**config.mk**
```make
export PLATFORM = sky130hd
export DESIGN_NAME = line_sensor_pd_motor_mix
export DESIGN_NICKNAME = d
export VERILOG_FILES = /design/src/lsp_pkg.sv /design/src/lsp_front.sv /design/src/lsp_div.sv /design/src/line_sensor_pd_motor_mix.sv
export SDC_FILE = /design/constraint.sdc
export NUM_CORES = 1
export LEC_CHECK = 0
export BUFFER_PORTS_ARGS = -buffer_cell sky130_fd_sc_hd__buf_2
export CAP_MARGIN = 20
export CORE_AREA = 2 2 324 326
export DETAILED_ROUTE_END_ITERATION = 8
export DIE_AREA = 0 0 326 328
export MAX_ROUTING_LAYER = met4
export SLEW_MARGIN = 10
export SYNTH_ARGS = -nofsm -noshare
export SYNTH_HDL_FRONTEND = slang
export SYNTH_HIERARCHICAL = 1
export SYNTH_SLANG_ARGS = --single-unit
```
**constraint.sdc**
```tcl
create_clock -name clock -period 11.6 [get_ports clock]
set_clock_uncertainty 0.15 [all_clocks]
set_input_delay 0 -clock clock [delete_from_list [all_inputs] [get_ports clock]]
set_output_delay 0 -clock clock [all_outputs]
set_load 0.005 [all_outputs]
```
**src/lsp_pkg.sv**
```systemverilog
// Types and constants for the line sensor PD motor mixer.
`default_nettype none
package lsp_pkg;

   localparam int SENSOR_W    = 7;
   localparam int REQ_TDATA_W = 8;
   localparam int DUTY_W      = 16;
   localparam int PERR_W      = 14;
   localparam int RSP_TDATA_W = 48;
   localparam int CSR_ADDR_W  = 3;
   localparam int CSR_DATA_W  = 16;
   localparam int CNT_W       = 3;
   localparam int MAG_W       = 6;

   // sensor count at which the outer weight set (x6) applies
   localparam logic [CNT_W-1:0] OUTER_MIN_COUNT = 3'd4;
   localparam int CENTER_SENSOR = 3;

   localparam logic [CSR_DATA_W-1:0] KP_RESET   = 16'd6000;
   localparam logic [CSR_DATA_W-1:0] KD_RESET   = 16'd0;
   localparam logic [CSR_DATA_W-1:0] BASE_RESET = 16'd10000;
   localparam logic [CSR_DATA_W-1:0] MAX_RESET  = 16'd20000;

   typedef enum logic [CSR_ADDR_W-1:0] {
      REG_KP   = 3'd0,
      REG_KD   = 3'd1,
      REG_BASE = 3'd2,
      REG_MAX  = 3'd3
   } reg_idx_type;

   typedef enum logic [7:0] {
      ST_IDLE  = 8'b0000_0001,
      ST_DIV   = 8'b0000_0010,
      ST_MULP  = 8'b0000_0100,
      ST_MULD  = 8'b0000_1000,
      ST_SUMD  = 8'b0001_0000,
      ST_LEFT  = 8'b0010_0000,
      ST_RIGHT = 8'b0100_0000,
      ST_DONE  = 8'b1000_0000
   } state_type;

   // decoded sensor word: active count, sign and magnitude of the weighted sum
   typedef struct packed {
      logic [CNT_W-1:0] count;
      logic             neg;
      logic [MAG_W-1:0] mag;
   } sense_type;

   typedef struct packed {
      logic busy;
      logic done;
   } div_stat_type;

endpackage
`default_nettype wire

```
**src/lsp_front.sv**
```systemverilog
// Sensor decode: active count and weighted position sum.
`default_nettype none
module lsp_front (
   input  logic [lsp_pkg::SENSOR_W-1:0] sensor_bits,
   output lsp_pkg::sense_type           sense
);
   import lsp_pkg::*;

   always_comb begin
      logic [CNT_W-1:0] cnt;
      logic signed [3:0] sum;
      logic [3:0] sabs;
      logic [MAG_W-1:0] sext;
      cnt = '0;
      sum = '0;
      for (int i = 0; i < SENSOR_W; i++) begin
         if (sensor_bits[i]) begin
            cnt = cnt + 3'd1;
            sum = sum + 4'(i - CENTER_SENSOR);
         end
      end
      sabs = sum[3] ? 4'(-sum) : 4'(sum);
      sext = {2'b00, sabs};
      sense.count = cnt;
      sense.neg   = sum[3];
      // times six as 4x + 2x
      sense.mag   = (cnt >= OUTER_MIN_COUNT) ? (sext << 2) + (sext << 1) : sext;
   end

endmodule
`default_nettype wire

```
**src/lsp_div.sv**
```systemverilog
// Restoring divider, one quotient bit per cycle, by a 3-bit count.
`default_nettype none
module lsp_div #(
   parameter int NW = 14
) (
   input  logic                      clock,
   input  logic                      reset,
   input  logic                      start,
   input  logic [NW-1:0]             dividend,
   input  logic [lsp_pkg::CNT_W-1:0] divisor,
   output logic [NW-1:0]             quotient,
   output lsp_pkg::div_stat_type     stat
);
   import lsp_pkg::*;

   localparam int CW = $clog2(NW + 1);

   logic [NW-1:0]    work_ff, work_in;
   logic [CNT_W-1:0] rem_ff, rem_in;
   logic [CNT_W-1:0] dvs_ff, dvs_in;
   logic [CW-1:0]    cnt_ff, cnt_in;
   logic             busy_ff, busy_in;
   logic             done_ff, done_in;

   logic [CNT_W:0] trial;
   logic           ge;

   assign trial = {rem_ff, work_ff[NW-1]};
   assign ge    = trial >= {1'b0, dvs_ff};

   always_comb begin
      work_in = work_ff;
      rem_in  = rem_ff;
      dvs_in  = dvs_ff;
      cnt_in  = cnt_ff;
      busy_in = busy_ff;
      done_in = 1'b0;
      if (start) begin
         work_in = dividend;
         rem_in  = '0;
         dvs_in  = divisor;
         cnt_in  = CW'(NW);
         busy_in = 1'b1;
      end else if (busy_ff) begin
         // quotient bits shift in where dividend bits leave
         work_in = {work_ff[NW-2:0], ge};
         rem_in  = ge ? CNT_W'(trial - {1'b0, dvs_ff}) : CNT_W'(trial);
         cnt_in  = cnt_ff - CW'(1);
         if (cnt_ff == CW'(1)) begin
            busy_in = 1'b0;
            done_in = 1'b1;
         end
      end
   end

   always_ff @(posedge clock) begin
      work_ff <= work_in;
      rem_ff  <= rem_in;
      dvs_ff  <= dvs_in;
      cnt_ff  <= cnt_in;
      if (reset) begin
         busy_ff <= 1'b0;
         done_ff <= 1'b0;
      end else begin
         busy_ff <= busy_in;
         done_ff <= done_in;
      end
   end

   assign quotient  = work_ff;
   assign stat.busy = busy_ff;
   assign stat.done = done_ff;

endmodule
`default_nettype wire

```
**src/line_sensor_pd_motor_mix.sv**
```systemverilog
// Requests are handled one at a time: a new request is taken only in the idle state,
// after the bit-serial divider and the shared multiplier (two products per request)
// have finished with the previous one.
// A finished result waits in the output register while the next request runs.
// Reset is synchronous, active high: registers return to their defaults, the
// previous error and both held directions clear to zero (forward).
`default_nettype none
module line_sensor_pd_motor_mix #(
   parameter int FRAC_BITS = 8
) (
   input  logic                               clock,
   input  logic                               reset,
   input  logic                               req_tvalid,
   output logic                               req_tready,
   input  logic [lsp_pkg::REQ_TDATA_W-1:0]    req_tdata,   // [6:0] sensor_bits
   output logic                               rsp_tvalid,
   input  logic                               rsp_tready,
   // [15:0] left_duty, [31:16] right_duty, [32] left_reverse,
   // [33] right_reverse, [47:34] position_error
   output logic [lsp_pkg::RSP_TDATA_W-1:0]    rsp_tdata,
   input  logic                               csr_we,
   input  logic [lsp_pkg::CSR_ADDR_W-1:0]     csr_addr,
   input  logic [lsp_pkg::CSR_DATA_W-1:0]     csr_wdata
);
   import lsp_pkg::*;

   localparam int EW = FRAC_BITS + MAG_W;     // error and quotient
   localparam int FW = EW + 1;                // error change
   localparam int PW = FW + DUTY_W + 1;       // product
   localparam int DW = PW + 1;                // drive
   localparam int SW = DW + 1;                // side value
   localparam int MW = SW - FRAC_BITS;        // side magnitude, integer part
   localparam int XW = (EW > PERR_W) ? EW : PERR_W;

   state_type state_ff, state_in;
   logic [DUTY_W-1:0] kp_ff, kp_in, kd_ff, kd_in, base_ff, base_in, max_ff, max_in;
   logic zero_ff, zero_in, neg_ff, neg_in;
   logic signed [EW-1:0] err_ff, err_in, prev_ff, prev_in;
   logic signed [FW-1:0] diff_ff, diff_in;
   logic signed [PW-1:0] prod_ff, prod_in;
   logic signed [DW-1:0] drive_ff, drive_in;
   logic [DUTY_W-1:0] lduty_ff, lduty_in, rduty_ff, rduty_in;
   logic lrev_ff, lrev_in, rrev_ff, rrev_in;
   logic rsp_valid_ff, rsp_valid_in;
   logic [RSP_TDATA_W-1:0] rsp_data_ff, rsp_data_in;

   sense_type        sense;
   div_stat_type     div_stat;
   logic [EW-1:0]    quot;
   logic             accept;
   logic             out_free;
   logic             err_zero;

   logic [DUTY_W-1:0]    mul_gain;
   logic signed [FW-1:0] mul_opnd;
   logic signed [PW-1:0] mul_out;

   logic signed [SW-1:0] base_ext, drive_ext, side;
   logic [SW-1:0]        side_abs;
   logic [MW-1:0]        side_mag;
   logic [DUTY_W-1:0]    side_duty;
   logic                 side_rev;
   logic signed [XW-1:0] err_wide;

   lsp_front u_front (
      .sensor_bits (req_tdata[SENSOR_W-1:0]),
      .sense       (sense)
   );

   lsp_div #(.NW(EW)) u_div (
      .clock    (clock),
      .reset    (reset),
      .start    (accept),
      .dividend ({sense.mag, {FRAC_BITS{1'b0}}}),
      .divisor  (sense.count),
      .quotient (quot),
      .stat     (div_stat)
   );

   assign req_tready = (state_ff == ST_IDLE) && !reset;
   assign accept     = req_tvalid && req_tready;
   assign out_free   = !rsp_valid_ff || rsp_tready;
   assign err_zero   = (err_ff == '0);

   // shared multiplier: kp * error, then kd * error change
   assign mul_gain = (state_ff == ST_MULP) ? kp_ff : kd_ff;
   assign mul_opnd = (state_ff == ST_MULP) ? FW'(err_ff) : diff_ff;
   assign mul_out  = $signed({1'b0, mul_gain}) * mul_opnd;

   // shared side adder: base - drive on the left pass, base + drive on the right
   assign base_ext  = $signed({{(SW - DUTY_W - FRAC_BITS){1'b0}}, base_ff,
                               {FRAC_BITS{1'b0}}});
   assign drive_ext = SW'(drive_ff);
   assign side      = (state_ff == ST_LEFT) ? base_ext - drive_ext : base_ext + drive_ext;
   assign side_rev  = side[SW-1];
   assign side_abs  = side_rev ? SW'(-side) : SW'(side);
   assign side_mag  = side_abs[SW-1:FRAC_BITS];
   assign side_duty = (side_mag > {{(MW - DUTY_W){1'b0}}, max_ff}) ? max_ff
                                                                   : side_mag[DUTY_W-1:0];

   assign err_wide = XW'(err_ff);

   always_comb begin
      state_in     = state_ff;
      kp_in        = kp_ff;
      kd_in        = kd_ff;
      base_in      = base_ff;
      max_in       = max_ff;
      zero_in      = zero_ff;
      neg_in       = neg_ff;
      err_in       = err_ff;
      prev_in      = prev_ff;
      diff_in      = diff_ff;
      prod_in      = prod_ff;
      drive_in     = drive_ff;
      lduty_in     = lduty_ff;
      rduty_in     = rduty_ff;
      lrev_in      = lrev_ff;
      rrev_in      = rrev_ff;
      rsp_data_in  = rsp_data_ff;
      rsp_valid_in = rsp_valid_ff && !rsp_tready;

      if (csr_we) begin
         case (csr_addr)
            REG_KP:   kp_in   = csr_wdata;
            REG_KD:   kd_in   = csr_wdata;
            REG_BASE: base_in = csr_wdata;
            REG_MAX:  max_in  = csr_wdata;
            default:  ;
         endcase
      end

      case (state_ff)
         ST_IDLE: begin
            if (accept) begin
               zero_in  = (sense.count == '0);
               neg_in   = sense.neg;
               state_in = ST_DIV;
            end
         end
         ST_DIV: begin
            if (div_stat.done) begin
               // no active sensor: error forced to zero
               if (zero_ff) begin
                  err_in = '0;
               end else begin
                  err_in = neg_ff ? -$signed(quot) : $signed(quot);
               end
               state_in = ST_MULP;
            end
         end
         ST_MULP: begin
            prod_in  = mul_out;
            diff_in  = FW'(err_ff) - FW'(prev_ff);
            prev_in  = err_ff;
            state_in = ST_MULD;
         end
         ST_MULD: begin
            drive_in = DW'(prod_ff);
            prod_in  = mul_out;
            state_in = ST_SUMD;
         end
         ST_SUMD: begin
            drive_in = drive_ff + DW'(prod_ff);
            state_in = ST_LEFT;
         end
         ST_LEFT: begin
            if (err_zero) begin
               lduty_in = max_ff;
            end else begin
               lduty_in = side_duty;
               lrev_in  = side_rev;
            end
            state_in = ST_RIGHT;
         end
         ST_RIGHT: begin
            if (err_zero) begin
               rduty_in = max_ff;
            end else begin
               rduty_in = side_duty;
               rrev_in  = side_rev;
            end
            state_in = ST_DONE;
         end
         ST_DONE: begin
            if (out_free) begin
               rsp_data_in  = {err_wide[PERR_W-1:0], rrev_ff, lrev_ff, rduty_ff, lduty_ff};
               rsp_valid_in = 1'b1;
               state_in     = ST_IDLE;
            end
         end
         default: state_in = ST_IDLE;
      endcase
   end

   always_ff @(posedge clock) begin
      zero_ff     <= zero_in;
      neg_ff      <= neg_in;
      err_ff      <= err_in;
      diff_ff     <= diff_in;
      prod_ff     <= prod_in;
      drive_ff    <= drive_in;
      lduty_ff    <= lduty_in;
      rduty_ff    <= rduty_in;
      rsp_data_ff <= rsp_data_in;
      if (reset) begin
         state_ff     <= ST_IDLE;
         kp_ff        <= KP_RESET;
         kd_ff        <= KD_RESET;
         base_ff      <= BASE_RESET;
         max_ff       <= MAX_RESET;
         prev_ff      <= '0;
         lrev_ff      <= 1'b0;
         rrev_ff      <= 1'b0;
         rsp_valid_ff <= 1'b0;
      end else begin
         state_ff     <= state_in;
         kp_ff        <= kp_in;
         kd_ff        <= kd_in;
         base_ff      <= base_in;
         max_ff       <= max_in;
         prev_ff      <= prev_in;
         lrev_ff      <= lrev_in;
         rrev_ff      <= rrev_in;
         rsp_valid_ff <= rsp_valid_in;
      end
   end

   assign rsp_tvalid = rsp_valid_ff;
   assign rsp_tdata  = rsp_data_ff;

endmodule
`default_nettype wire

```
[Yosys cells after proc, flatten, opt, wreduce, memory -nomap -nowiden]
Cells that the tools add are included.
Word-level totals
  register bits after elaboration: 291
  bits of input ports: 32
  output and inout port bits: 50
  word-level logic and storage cells: 127
Cells by class
  $add $sub $neg: 21
  $mul: 1
  order comparisons: 3
  equality and inequality tests: 15
  muxes and demuxes: 36
  bitwise logic cells: 2
  reductions and logical operators: 24
Operators with widths (number)
  $mux 34: 2
  $pmux 33 s2: 1
  $pmux 8 s8: 1
  $mux 16: 3
  $mux 14: 3
  $add 25x33->34: 1
  $neg 34->34: 1
  $sub 25x33->34: 1
  $add 33x32->33: 1
  $mul 17x15->32: 1
  $mux 4: 7
  $gt 26x16->1: 1
  $mux 8: 3
  $mux 3: 7
  $reduce_and 2->1: 9
  $add 3x1->3 const B: 5
  $mux 15: 1
  $sub 14x14->15: 1
  $logic_not 14->1: 1
  $neg 14->14: 1
  $add 4x2->4 const B: 2
  $add 4x3->4 const B: 2
  $eq 8x1->1 const B: 1
  $eq 8x2->1 const B: 1
  other kinds (30): 45

[Depth between registers and ports, before layout]
Gate-level depths: netlist of run 1.
  depth after elaboration: 16
  gate-level depth with buffers: 35
  depth with buffers taken out: 33

[Hierarchy]
The synthesis of run 1 kept the hierarchy.
By module, submodules not included
  line_sensor_pd_motor_mix: instances 1, cells an instance 2611, area each 23521.3 µm², sequential area each 7066.8 µm²
  lsp_div: instances 1, cells an instance 96, area each 1268.7 µm², sequential area each 690.7 µm²
  lsp_front: instances 1, cells an instance 111, area each 922.1 µm², sequential area each 0.0 µm²

[Worst setup path after synthesis of run 1]
No wires, ideal clock.
  kind: register -> register
  start point: register state_ff[7]
  end point: register prod_ff[31] (data pin)
  library setup time: 0.258 ns
  arrival time: 8.119 ns
  data required time: 11.192 ns
  path slack: 3.074 ns
  cell stages (with the launch flop): 34
  path buffers: 2
  period minus slack after synthesis: 8.526 ns
  cells stage by stage: dfxtp_1 > nor2_1 > nand2_1 > or3_1 > or3b_2 > clkbuf_1 > inv_1 > buf_1 > nand2_1 > nand2_1 > nand2_1 > fa_1 > inv_1 > fa_1 > fa_1 > fa_1 > fa_1 > inv_1 > fa_1 > inv_1 > ha_1 > a21o_1 > a21o_1 > a21o_1 > a21o_1 > a21o_1 > a21oi_1 > nor2b_1 > a41o_1 > o21a_1 > o21ai_0 > nand2b_1 > a211o_1 > xnor2_1
On the way
  cells in the longest elaborated chain, start to end: 3
  elaborated cells on any way between the ends: 4
  classes of those cells: 1 x mul; 1 x eq/ne; 2 x mux
RTL lines
  start, declared: RTL line line_sensor_pd_motor_mix.sv:35  | state_type state_ff, state_in;
  start signal, assigned: RTL line line_sensor_pd_motor_mix.sv:217  | state_ff <= state_in;
  $eq 8x3->1 *: RTL line line_sensor_pd_motor_mix.sv:86, line_sensor_pd_motor_mix.sv:87
  $mux 16 / $mux 15 (equally long branches): RTL line line_sensor_pd_motor_mix.sv:86, line_sensor_pd_motor_mix.sv:87
  $mul 17x15->32 *: RTL line line_sensor_pd_motor_mix.sv:88  | assign mul_out = $signed({1'b0, mul_gain}) * mul_opnd;
  net mul_out[31]: RTL line line_sensor_pd_motor_mix.sv:56  | logic signed [PW-1:0] mul_out;
  end signal, assigned: RTL line line_sensor_pd_motor_mix.sv:201  | prod_ff <= prod_in;
  end, declared: RTL line line_sensor_pd_motor_mix.sv:40  | logic signed [PW-1:0] prod_ff, prod_in;
Mark *: on every way through the listed nets, which the timed path passes. The rest lies on a longest branch.
A chain may end at the register's enable or synchronous reset.

[Worst setup path in the final report of run 1]
Same ends and word-level chain as after synthesis.

==> flow_summary.ini, run 1 <==
[flow_run]
drv_cap = 0

[floorplanning]
pin_count = 82
die_area_um2 = 107000
fp-row-count = 118
die_h_um = 328
start_util = 0.249
core_area_um2 = 103000
die_x_um = 326

[routing]
ant_nets = 0
avgViaCountPerCell = 4.60
drc = 0
num_vias = 19800
dr.pass1.iters = 5
wl_um = 64700
wire_per_inst_um = 15.0
drtIter0Drc = 1229

[cts]
clk_latency_ps = 600
htree_levels = 1
cts_tree = built
cts_sinks = 291
root_buffer = clkbuf_16
clk_path_buf_depth = 3
cts_made_buffers = 31
post-cts-setup-buffers = 0
clk_pin_slew_ps = 60

[sta]
final_hold_viol_count = 0
worst_slew_pin_slew_ps = 1110
finalSetupTns_ps = 0
post-route-min-period_ps = 9030
fmax_mhz = 111
min_period_over_period = 0.779
rsz0062_at_grt = no
slew_violations = 0
fin_ws_ps = 2570
slew-limit-headroom = 0.236
setup_viol = 0

[layout]
fillers = 10900
drive_gt1_frac = 0.0840
area_growth_pct = 12.4
final_area_um2 = 28900
num-nets-final = 3339
antenna_cells = 0

[place]
finalWeightedCongestion = 0.899
pre_cts_ws_ps = 2650
hpwl_um = 50500
port_buffers = 80
detailed_place.area_um2 = 27600

[outcome]
status = finished, final reports clean

[global_route]
grt_overflow = 0
track_usage = 0.124
grt_pass1_vias = 19500
grt_pass1_wl_um = 105000
antenna_found_initial = 1
grt_max_degree = 89

[yosys]
yosysWarnings = 6
netlist_area_um2 = 25700
synth_area_per_cell_um2 = 9.12
synthCells = 2817

[critical_path]
cp_slowest_stage_delay_ps = 630
critPathArrivalTime_ps = 9210
worstSetupPathType = flop to flop
cp-end-kind = flop
rrSetupSlack_ps = 2570
startpoint_type = flop
critPathRequiredTime_ps = 11780
slowest_stage = or3b_2
reg2reg_depth = 31
timing.rr.start = state_ff[7]
worstPathMaxFanout = 18
rr_endpoint = prod_ff[31]
timing.critical_path.mode_cell = fa_1

[worst_hold_path]
hold_start = reset
hp-class = input port to flop
hold-path-cell-count = 3
hold_path_end = u_div/busy_ff

[power_and_ir_drop]
p_per_area_nw_per_um2 = 90.1
leakage_uw = 0.0124
ir_drop_uv = 120
-- registers in the layout, indices dropped and copies added (netlist names), 4 cells and up --
name,count
kd_ff,16
prod_ff,32
err_ff,14
u_div/cnt_ff,4
lduty_ff,16
drive_ff,33
base_ff,16
rsp_tdata,48
prev_ff,14
u_div/quotient,14
rduty_ff,16
diff_ff,15
state_ff,8
max_ff,16
kp_ff,16
-- power by group --
| group | leakage (uW) | total [uW] | switching (uW) | internal [uW] |
|---|---|---|---|---|
| registers | 0.00254 | 1160 | 27.3 | 1130 |
| clock network | 0.000489 | 985 | 432 | 554 |
| logic | 0.00938 | 455 | 258 | 197 |
| total | 0.0124 | 2600 | 717 | 1890 |
-- area by class of cell --
| cell class | count | area, um2 | share of cell area |
|---|---|---|---|
| multi-input combinational | 2086 | 16200 | 0.562 |
| sequential | 291 | 7760 | 0.269 |
| tap | 1380 | 1730 | 0.0598 |
| inverter | 351 | 1320 | 0.0456 |
| clock buffer | 44 | 876 | 0.0303 |
| timing repair buffer | 132 | 858 | 0.0297 |
| clock inverter | 14 | 131 | 0.00455 |
-- stage by stage --
stage | util | hold WS, ps | std cells | total power (uW)
floorplan | - | -109 | 2824 | 1520
global placement | 0.268 | 181 | 4213 | 1620
detailed placement | 0.268 | 183 | 4213 | 1630
CTS | 0.280 | 9.51 | 4298 | 2630
global route | 0.280 | 44.9 | 4298 | 2730
finish | 0.280 | 0.903 | 4298 | 2600
-- critical path: cells and delay by family (launching register included) --
family | cells | cell delay (ps)
buf+inv | 4 | 710
simple gates | 9 | 2110
xor+xnor | 1 | 150
compound gates | 10 | 1960
flops | 1 | 360
fa+ha+maj | 7 | 3330
-- worst max-delay path by stage --
| stage | startpoint | to | slack (ps) | cells after the start |
|---|---|---|---|---|
| 6_report | state_ff[7] | prod_ff[31] | 2570 | 31 |
| 5_1_grt | state_ff[7] | prod_ff[31] | 2060 | 31 |
| 4_1_cts | state_ff[7] | prod_ff[31] | 2610 | 31 |
| 3_5_place_dp | state_ff[7] | prod_ff[31] | 2650 | 31 |
| 3_3_place_gp | state_ff[7] | prod_ff[31] | 2680 | 30 |
| 2_1_floorplan | state_ff[7] | prod_ff[31] | 3070 | 33 |
-- layout by cell type (no fill, tap or decap), types with 23 or more instances in the layout --
cell           instances
o21ai_0               89
xnor2_1               86
nor2_1               242
fa_1                 185
nand2_1              467
mux2i_1               27
nor3_1                43
buf_2                 80
dfxtp_1               98
a21oi_1              164
ha_1                 229
clkbuf_16             32
inv_1                350
mux2_2                23
a21o_1                43
buf_4                 25
dlygate4sd3_1         27
nand2b_1              31
edfxtp_1             193
xor2_1                49
nand3_1               34
-- metal layers --
metal / wire length, um / up-vias / global-route usage / part of all wire
met5: 0 / - / - / 0
met2: 29000 / 434 / 0.196 / 0.45
li1: - / 9615 / - / -
met4: 1870 / 0 / 0.0346 / 0.029
met3: 2840 / 104 / 0.0130 / 0.044
met1: 30900 / 9597 / 0.167 / 0.48
-- what timing repair did --
action	4_1_cts	5_1_grt
hold buffers	27	0
gates resized for setup	0	0
hold endpoints to repair	97	0
(Power assumes the default switching activity.)
==> inputs of run 2 (changes only) <==
==> constraint.sdc (replaced) <==
create_clock -name clock -period 7.55 [get_ports clock]
set_clock_uncertainty 0.15 [all_clocks]
set_input_delay 0 -clock clock [delete_from_list [all_inputs] [get_ports clock]]
set_output_delay 0 -clock clock [all_outputs]
set_load 0.005 [all_outputs]
==> flow_summary.ini, run 2 (synthesis gave the netlist of run 1 again) <==
[outcome]
status = complete, but fails checks
violations = setup timing

[cts]
clk_pin_slew_ps = 60
htree_levels = 2
cts_made_buffers = 36
clk_path_buf_depth = 3
cts_tree = built
cts_sinks = 291
clk_latency_ps = 560
root_buffer = clkbuf_16

[routing]
avgViaCountPerCell = 4.61
dr.pass1.iters = 7
drc = 0
num_vias = 20700
ant_nets = 0
wire_per_inst_um = 15.9
drtIter0Drc = 1208
wl_um = 71700

[global_route]
track_usage = 0.137
antenna_found_initial = 0
grt_pass1_vias = 20600
grt_overflow = 0
grt_max_degree = 89
grt_pass1_wl_um = 113000

[layout]
finish.utilization = 0.302
largest_reg_flops = 48
area_growth_pct = 21.4
fillers = 10700
antenna_cells = 0
num-nets-final = 3537
post_layout_nonfiller_instances = 4499
final_cell_mix = nand2_1 (446), inv_1 (338), nor2_1 (237)
drive_gt1_frac = 0.171
final_common_cell = nand2_1

[floorplanning]
die_area_um2 = 107000
pin_count = 82
fp-row-count = 118
start_util = 0.249
core_area_um2 = 103000
die_x_um = 326
die_h_um = 328

[worst_hold_path]
hp-class = input port to flop

[sta]
final_hold_viol_count = 0
rsz0062_at_grt = yes
fin_ws_ps = -82.9
min_period_over_period = 1.01
fmax_mhz = 131
setup_viol = 1
whs_ps = 18.2
worst_slew_pin_slew_ps = 1030
slew-limit-headroom = 0.314
slew_violations = 0
post-route-min-period_ps = 7630

[critical_path]
critPathArrivalTime_ps = 7790
worstPathMaxFanout = 9
cp-end-kind = flop
worstSetupPathType = flop to flop
slowest_stage = fa_1
timing.rr.start = state_ff[7]
startpoint_type = flop
timing.critical_path.mode_cell = fa_1
reg2reg_depth = 29
crit_end = prod_ff[31]
rr_endpoint = prod_ff[31]
rrSetupSlack_ps = -80
startpoint = state_ff[7]
critPathRequiredTime_ps = 7700
cp_slowest_stage_delay_ps = 560

[place]
finalWeightedCongestion = 0.919
pre_cts_ws_ps = -486
port_buffers = 80
dp.cells = 4384
hpwl_um = 57100

[power_and_ir_drop]
seqPwrFrac = 0.408
clkPwrFrac = 0.417
power.share.combinational = 0.175
leakage_uw = 0.0136
p_int_uw = 3200
p_per_area_nw_per_um2 = 141
switching_share = 0.271
switchingPower_uw = 1190
ir_drop_uv = 143

[flow_run]
drv_cap = 0
[run 2: cell count changes in the layout (fill, tap and decap cells not counted), moves of 7 or more]
cell,previous run,this run
inv_1,350,338
a21oi_2,0,7
inv_2,1,12
fa_2,0,13
buf_4,25,192
fa_1,185,172
ha_1,229,222
a21oi_1,164,151
buf_6,0,17
buf_12,0,8
nand2_1,467,446
nand2_2,1,13
[run 2: how the worst min path moves through the flow]
| stage | start | to | cells after the start |
|---|---|---|---|
| after floorplan | reset | req_tready | 1 |
| after global placement | csr_wdata[11] | kd_ff[11] | 3 |
| after detailed placement | csr_wdata[12] | max_ff[12] | 3 |
| after CTS | req_tdata[5] | u_div/dvs_ff[0] | 3 |
| after global routing | reset | u_div/busy_ff | 3 |
| final | reset | u_div/busy_ff | 3 |
[run 2: cell type report]
cell class | count | area (um2) | share of cell area
repair inverters | 1 | 8.76 | 0.000281
well taps | 1380 | 1730 | 0.0553
clock buffers | 44 | 983 | 0.0315
repair buffers | 324 | 2460 | 0.0789
clock inverters | 22 | 263 | 0.00842
flip-flops and latches | 291 | 7760 | 0.249
inverters | 351 | 1330 | 0.0426
multi-input cells | 2086 | 16700 | 0.534
[run 2: critical path: cells and delay by family, from the launching register on]
family | cells | cell delay [ps]
xor+xnor | 1 | 120
flops | 1 | 330
simple gates | 8 | 1610
buf+inv | 6 | 510
compound gates | 7 | 1390
fa+ha+maj | 7 | 3290
[run 2: timing repair]
action                                  in CTS  in global routing
buffers inserted                             9                 12
pin swaps                                   14                 56
endpoints found under the setup margin       9                  8
hold endpoints to repair                    79                  0
gates resized for setup                     35                 79
hold buffers                                27                  0
gates cloned                                 1                  0
[run 2: stage by stage]
stage | TNS [ps] | total power (uW) | area [um2]
6_report | -82.9 | 4390 | 31200
5_1_grt | -755 | 4590 | 31200
4_1_cts | -18.4 | 4400 | 30800
3_5_place_dp | -2040 | 2550 | 29100
3_3_place_gp | -1620 | 2530 | 29100
2_1_floorplan | 0 | 2340 | 25900
[run 2: per-layer routing]
layer	track usage	share of wire	vias up
li1	-	-	10000
met1	0.173	0.45	10100
met2	0.226	0.47	505
met3	0.0200	0.051	129
met4	0.0420	0.030	0
met5	-	0	-
[run 2: power by group through the flow]
| stage | Clock, uW | Combinational [uW] | Sequential [uW] |
|---|---|---|---|
| floorplan | 0 | 538 | 1800 |
| global placement | 0 | 715 | 1820 |
| detailed placement | 0 | 727 | 1820 |
| CTS | 1870 | 747 | 1790 |
| global route | 1930 | 865 | 1790 |
| finish | 1830 | 769 | 1790 |
